--- src/rtl/core/fwim_pkg.sv ---
// shared types, sizes and the weight code decoder for the fp4 weight matmul
// no dependencies; used by fwim_ctrl, fwim_dp and fp4_weight_int8_matmul
package fwim_pkg;

  localparam int unsigned ROWS  = 8;
  localparam int unsigned COLS  = 16;
  localparam int unsigned DEPTH = 64;
  localparam int unsigned PAIRS = (DEPTH + 1) / 2;

  localparam int unsigned ROW_W   = 3;
  localparam int unsigned COL_W   = 4;
  localparam int unsigned DEPTH_W = 6;
  localparam int unsigned PAIR_W  = 5;
  localparam int unsigned ACT_W   = 8;
  localparam int unsigned CODE_W  = 8;
  localparam int unsigned WGT_W   = 5;
  localparam int unsigned PROD_W  = ACT_W + WGT_W;
  localparam int unsigned ACC_W   = 18;

  localparam int unsigned ACT_N = ROWS * DEPTH;
  localparam int unsigned WGT_N = PAIRS * COLS;
  localparam int unsigned ACT_AW = ROW_W + DEPTH_W;
  localparam int unsigned WGT_AW = PAIR_W + COL_W;

  typedef enum logic [1:0] {
    MODE_ACT = 2'd0,
    MODE_WGT = 2'd1,
    MODE_DOT = 2'd2
  } mode_e;

  typedef struct packed {
    logic               wr_act;
    logic               wr_wgt;
    logic               start;
    logic               issue;
    logic               load_out;
    logic [DEPTH_W-1:0] k;
  } cmd_t;

  // twice the e2m1 magnitude
  localparam logic [3:0] MAG_TWICE [8] = '{4'd0, 4'd1, 4'd2, 4'd3, 4'd4, 4'd6, 4'd8, 4'd12};

  function automatic logic signed [WGT_W-1:0] fwim_decode(input logic [3:0] code);
    logic signed [WGT_W-1:0] m;
    m = {1'b0, MAG_TWICE[code[2:0]]};
    return code[3] ? -m : m;
  endfunction

endpackage

--- src/rtl/core/fwim_ctrl.sv ---
// request sequencing for the fp4 weight matmul: state machine, depth counter,
// output valid flag; depends on fwim_pkg
module fwim_ctrl
  import fwim_pkg::*;
(
  input  logic       clk_i,
  input  logic       rst_ni,
  input  logic       in_valid_i,
  output logic       in_ready_o,
  input  logic [1:0] in_mode_i,
  output logic       out_valid_o,
  input  logic       out_ready_i,
  output cmd_t       cmd_o
);

  typedef enum logic [3:0] {
    S_IDLE = 4'b0001,
    S_RUN  = 4'b0010,
    S_LAST = 4'b0100,
    S_DONE = 4'b1000
  } state_e;

  localparam logic [DEPTH_W-1:0] K_LAST = DEPTH_W'(DEPTH - 1);

  state_e             state_q, state_d;
  logic [DEPTH_W-1:0] k_q, k_d;
  logic               out_valid_q, out_valid_d;
  logic               in_acc;

  assign in_acc = in_valid_i && in_ready_o;

  always_comb begin
    state_d    = state_q;
    k_d        = k_q;
    in_ready_o = 1'b0;
    cmd_o      = '0;
    cmd_o.k    = k_q;
    unique case (state_q)
      S_IDLE: begin
        in_ready_o = 1'b1;
        if (in_valid_i) begin
          case (mode_e'(in_mode_i))
            MODE_ACT: cmd_o.wr_act = 1'b1;
            MODE_WGT: cmd_o.wr_wgt = 1'b1;
            MODE_DOT: begin
              cmd_o.start = 1'b1;
              k_d         = '0;
              state_d     = S_RUN;
            end
            default: ;  // unused mode is dropped
          endcase
        end
      end
      S_RUN: begin
        cmd_o.issue = 1'b1;
        k_d         = k_q + 1'b1;
        if (k_q == K_LAST) state_d = S_LAST;
      end
      // last product accumulates here
      S_LAST: state_d = S_DONE;
      S_DONE: begin
        if (!out_valid_q || out_ready_i) begin
          cmd_o.load_out = 1'b1;
          state_d        = S_IDLE;
        end
      end
      default: state_d = S_IDLE;
    endcase
  end

  always_comb begin
    out_valid_d = out_valid_q;
    if (cmd_o.load_out)   out_valid_d = 1'b1;
    else if (out_ready_i) out_valid_d = 1'b0;
  end

  always_ff @(posedge clk_i or negedge rst_ni) begin
    if (!rst_ni) begin
      state_q     <= S_IDLE;
      k_q         <= '0;
      out_valid_q <= 1'b0;
    end else begin
      state_q     <= state_d;
      k_q         <= k_d;
      out_valid_q <= out_valid_d;
    end
  end

  assign out_valid_o = out_valid_q;

  a_onehot_state: assert property (@(posedge clk_i) disable iff (!rst_ni)
    $onehot(state_q))
    else $error("state register not one-hot");

  a_no_overwrite: assert property (@(posedge clk_i) disable iff (!rst_ni)
    (out_valid_q && !out_ready_i) |-> !cmd_o.load_out)
    else $error("pending result overwritten");

  a_dot_starts_walk: assert property (@(posedge clk_i) disable iff (!rst_ni)
    (in_acc && in_mode_i == MODE_DOT) |=> (state_q == S_RUN && k_q == '0))
    else $error("compute request did not start depth walk at zero");

  a_walk_ends: assert property (@(posedge clk_i) disable iff (!rst_ni)
    (state_q == S_RUN && k_q == K_LAST) |=> ##2 cmd_o.load_out || out_valid_q)
    else $error("depth walk did not reach result stage");

endmodule

--- config.mk ---
export PLATFORM = sky130hd
export DESIGN_NAME = fwim_ctrl
export DESIGN_NICKNAME = d
export VERILOG_FILES = /design/src/rtl/core/fwim_pkg.sv /design/src/rtl/core/fwim_ctrl.sv
export SDC_FILE = /design/constraint.sdc
export NUM_CORES = 1
export LEC_CHECK = 0
export BUFFER_PORTS_ARGS = -buffer_cell sky130_fd_sc_hd__buf_4
export CAP_MARGIN = 30
export CORE_MARGIN = 4
export CORE_UTILIZATION = 35
export CTS_CLUSTER_DIAMETER = 100
export DETAILED_ROUTE_END_ITERATION = 7
export GPL_TIMING_DRIVEN = 0
export PLACE_DENSITY_LB_ADDON = 0.1
export REMOVE_ABC_BUFFERS = 1
export SYNTH_ARGS = -nofsm -noshare
export SYNTH_HDL_FRONTEND = slang
export SYNTH_SLANG_ARGS = --single-unit
--- constraint.sdc ---
create_clock -name clk_i -period 2.15 [get_ports clk_i]
set_input_delay 0.1075 -clock clk_i [delete_from_list [all_inputs] [get_ports clk_i]]
set_output_delay 0.1075 -clock clk_i [all_outputs]
set_load 0.01 [all_outputs]
Yosys cells after proc, flatten, opt, wreduce, memory -nomap -nowiden
Index checks and enable logic that the tools add are counted.
{"block": "word_totals", "ff_bits": 11, "latchBits": 0, "ramBits": 0, "mem_bits_ro": 0, "inputBits": 6, "out_inout_bits": 13, "wordCells": 41, "memories": 0}
{"block": "op_classes", "n_addsub": 1, "multipliers": 0, "div": 0, "n_lt_le_gt_ge": 0, "n_eq_ne": 11, "shift": 0, "n_mux": 19, "bitwise_logic": 0, "reduce_logical": 7}
{"op": "4-bit 2-to-1 mux", "count": 4}
{"op": "4-bit one-hot mux with 4 select lines", "count": 1}
{"op": "6-bit 2-to-1 mux", "count": 2}
{"op": "6-bit one-hot mux with 2 select lines", "count": 1}
{"op": "1-bit 2-to-1 mux", "count": 9}
{"op": "6-bit by 1-bit adder with 6-bit output, second input constant", "count": 1}
{"op": "6-bit equality test, second input constant", "count": 1}
{"op": "3-bit 2-to-1 mux", "count": 2}
{"op": "2-bit != test, second input constant", "count": 3}
{"op": "4-bit by 1-bit equality test with 1-bit output, second input constant", "count": 1}
{"op": "4-bit by 2-bit equality test with 1-bit output, second input constant", "count": 1}
{"op": "4-bit by 3-bit equality test with 1-bit output, second input constant", "count": 1}
{"op": "4-bit equality test, second input constant", "count": 1}
{"op": "4-bit AND reduction", "count": 1}
{"op": "2-bit nonzero test", "count": 2}
{"op": "3-bit AND reduction", "count": 1}
{"op": "2-bit by 1-bit equality test with 1-bit output, second input constant", "count": 1}
{"op": "2-bit equality test, second input constant", "count": 1}
{"op": "2-bit logical NOT", "count": 1}
{"op": "2-bit by 1-bit != test with 1-bit output, second input constant", "count": 1}
{"op": "1-bit logical NOT", "count": 1}
{"op": "1-bit logical OR", "count": 1}

Logic depth before layout (Yosys ltp)
{"block": "logic_depth", "depth_word": 5, "ltp_mapped": 5, "mapped_depth_nobuf": 4}

Least setup slack after synthesis
OpenSTA, ideal clock, no wires.
{"block": "synth_timing", "path_kind": "register to register", "start": "register state_q[2]", "end": "register k_q[5]", "setup_ns": 0.081, "arrival_time_ns": 1.604, "t_required_ns": 2.069, "slack_ns": 0.465, "path_stages_with_launch": 5, "synth_period_minus_slack_ns": 1.685, "path_cell_list": "dfrtp_1 -> or4b_1 -> buf_2 -> or4_4 -> o211ai_2"}
{"block": "synth_via", "elab_chain_len": 3}
{"element": "start, declared", "line_no": "fwim_ctrl.sv:25", "source": "state_e state_q, state_d;"}
{"element": "start signal, assigned", "line_no": "fwim_ctrl.sv:83", "source": "state_q <= state_d;"}
{"element": "4-bit by 1-bit equality test with 1-bit output or 4-bit by 2-bit equality test with 1-bit output (tied branches)", "line_no": "fwim_ctrl.sv:38", "source": "unique case (state_q)"}
{"element": "2-bit by 1-bit != test with 1-bit output (no line), or another cell as far along"}
{"element": "3-bit AND reduction (no line)"}
{"element": "end signal, assigned", "line_no": "fwim_ctrl.sv:84", "source": "k_q <= k_d;"}
{"element": "end, declared", "line_no": "fwim_ctrl.sv:26", "source": "logic [DEPTH_W-1:0] k_q, k_d;"}
Parallel ways exist; a longest one is shown, timed or not.
A chain may end at the register's enable or synchronous reset.

==> results.py <==
metrics = {
    "status": {
        "outcome": "completed",
    },
    "setup_path": {
        "ff2ff_setup_slack_ns": 0.31,
        "worstSetupPathType": "reg2out",
        "crit_path_end_kind": "primary output",
        "worst_path_max_delay_cell": "dfstp_2",
        "cp_cell_sequence": "or4b_1, inv_1, nand2_1, nor3b_1, buf_4",
        "arrival_ns": 1.81,
        "ff2ff_path_depth": 3,
        "reg2reg_to": "k_q[0]",
        "reg2reg_from": "state_q[0]",
        "critical_path.max_fanout": 4,
        "start_kind": "register",
        "cp.required_ns": 2.04,
        "slowest_delay_ns": 0.55,
    },
    "finish": {
        "multi_input_area_um2": 254,
        "regArea_um2": 277,
        "final_cell_mix": "18 x buf_4, 10 x dfrtp_1, 6 x inv_1",
        "drive_gt1_share_pct": 32.1,
        "final_area_um2": 744,
        "fillers": 144,
        "stdcell_count": 94,
        "final_common_cell": "buf_4",
        "n_antenna_cell": 0,
        "area_growth_pct": 29.9,
        "utilization_pct": 48.9,
        "final_nets": 86,
    },
    "sta": {
        "min_period_ns": 1.92,
        "worst_pin_slew_ns": 0.578,
        "maxSlewHeadroom_pct": 61.2,
        "fin_crit_sh_pct": 89.1,
        "drv_slew": 0,
        "tns_ns": 0,
        "max_freq_mhz": 522,
        "rsz0062_at_grt": "false",
        "hold_viol": 0,
        "setup_viol": 0,
        "skew_ns": 0.00267,
    },
    "detailed_routing": {
        "drc_errors": 0,
        "vias": 488,
        "drtIter0Drc": 4,
        "wl_um": 1180,
        "wl_per_cell_um": 12.6,
        "drtAntennaViolNets": 0,
        "first_pass_iters": 2,
        "via_per_inst": 5.19,
    },
    "synth": {
        "synth.area.top_cells": "dfrtp_1 44%, dfstp_2 4.6%, a21oi_1 4.4%",
        "ys_warn_count": 0,
        "syn_avg_cell_area_um2": 9.88,
        "synth_area_um2": 573,
        "ys_seq_area_share_pct": 48.3,
        "yosysTopAreaCell": "dfrtp_1",
        "synth_seq_cells": 11,
        "ys_types": 29,
        "synth_top_area_share_pct": 43.7,
        "synthCells": 58,
    },
    "clock_network": {
        "clock-sinks": 11,
        "post_cts_resized": 0,
        "cts_max_level": 1,
        "cts_tree": "done",
        "cts_hold_buf": 1,
        "numCtsBuffers": 3,
        "post_cts_buffers": 0,
        "path_clk_slew_ns": 0.07,
        "clock_latency_ns": 0.26,
        "cts_buffer_depth": 2,
        "cts-root-buf": "clkbuf_4",
    },
    "place": {
        "placed_area_um2": 708,
        "gp_congestion": 0.687,
        "portBuffers": 18,
        "placed_cells": 89,
        "place_hpwl_um": 879,
    },
    "hold_path": {
        "hp-class": "in2reg",
        "hold_path_depth": 2,
        "min-delay-start": "out_ready_i",
        "hold_end": "out_valid_o",
    },
    "floorplanning": {
        "num_rows": 14,
        "die_height_um": 48.5,
        "initial_core_util_pct": 37.6,
        "core-area_um2": 1520,
        "ios": 19,
        "fp.dieW_um": 48.5,
        "die_area_um2": 2350,
    },
    "grt": {
        "antenna_found_initial": 0,
        "grt_usage_pct": 11.5,
        "grt_max_degree": 12,
        "grt_pass1_wl_um": 2130,
        "grt_pass1_vias": 468,
        "grt_overflow_total": 0,
    },
    "flow_run": {
        "drv_cap": 0,
    },
    "power": {
        "powerDensity_nw_per_um2": 678,
        "p_leak_nw": 0.369,
        "ir_drop_v": 0.000354,
    },
}
==> worst max path at each step <==
stage	endpoint	slack, ns	start
finish	cmd_o[9]	0.23	state_q[0]
global route	cmd_o[9]	0.11	state_q[0]
CTS	cmd_o[9]	0.22	state_q[0]
detailed placement	k_q[5]	0.33	state_q[2]
global placement	k_q[0]	0.32	state_q[0]
floorplan	k_q[5]	0.45	state_q[2]
==> synthesized netlist by cell type, drive strengths merged <==
master,instances
nand3,3
dfstp,1
or4b,3
a211oi,1
nand3b,1
nand2,4
or4,1
inv,6
nand4bb,1
dfrtp,10
nor2,3
a21o,1
nor3b,1
xnor2,1
ha,1
o211ai,2
a21oi,5
o21a,2
and3,1
o21ai,3
o22ai,1
buf,3
mux2i,1
nand2b,1
nor3,1
==> per-layer routing <==
layer / part of all wire [%] / track usage [%] / wire (um)
met1: 46 / 15.6 / 547
met2: 45 / 15.2 / 534
met3: 7.4 / 5.21 / 87
met4: 1.0 / 5.38 / 12
met5: 0 / 0 / 0
==> area by class of cell <==
| class | instances | area share (%) |
|---|---|---|
| repair buffers | 19 | 19.5 |
| flip-flops and latches | 11 | 37.1 |
| clock buffers | 4 | 3.53 |
| inverters | 6 | 3.03 |
| multi-input cells | 38 | 34.1 |
| well taps | 16 | 2.69 |
==> worst max-delay path: cells and delay by family (launching register included) <==
kind                   cells  cell delay, ns
buffers and inverters      2            0.25
DFF                        1            0.55
and+or+nand+nor            3            0.75
==> per-stage QoR <==
stage	worst slack, ns	power (mW)	hold WS, ns
6_report	0.234	0.505	0.0447
3_3_place_gp	0.324	0.365	-0.0483
4_1_cts	0.218	0.510	0.0390
5_1_grt	0.113	0.537	0.0459
2_1_floorplan	0.446	0.306	-0.188
3_5_place_dp	0.334	0.367	-0.0469
==> flip-flops by register name, indices dropped and copies added, names as in the netlist <==
name,count
out_valid_o,1
k_q,6
state_q,4
==> kinds of logic (layout without fill, tap and decap cells) <==
group                    Yosys count  in the layout  synth area share (%)
flip-flops                        11             11                  48.3
adder cells (fa/ha/maj)            1              1                  2.18
buffers and inverters              9             29                  7.42
AND/OR/NAND/NOR                   20             20                  22.1
multiplexers                       1              1                  1.75
XOR/XNOR                           1              1                  1.53
AO/OA/AOI/OAI                     15             15                  16.8
==> report_power, final <==
group / total [mW] / internal [mW] / switching [mW]
sequential: 0.257 / 0.228 / 0.0284
combinational: 0.108 / 0.0587 / 0.0489
clock: 0.141 / 0.0717 / 0.0690
No activity file was read; power rests on OpenSTA's default activity.
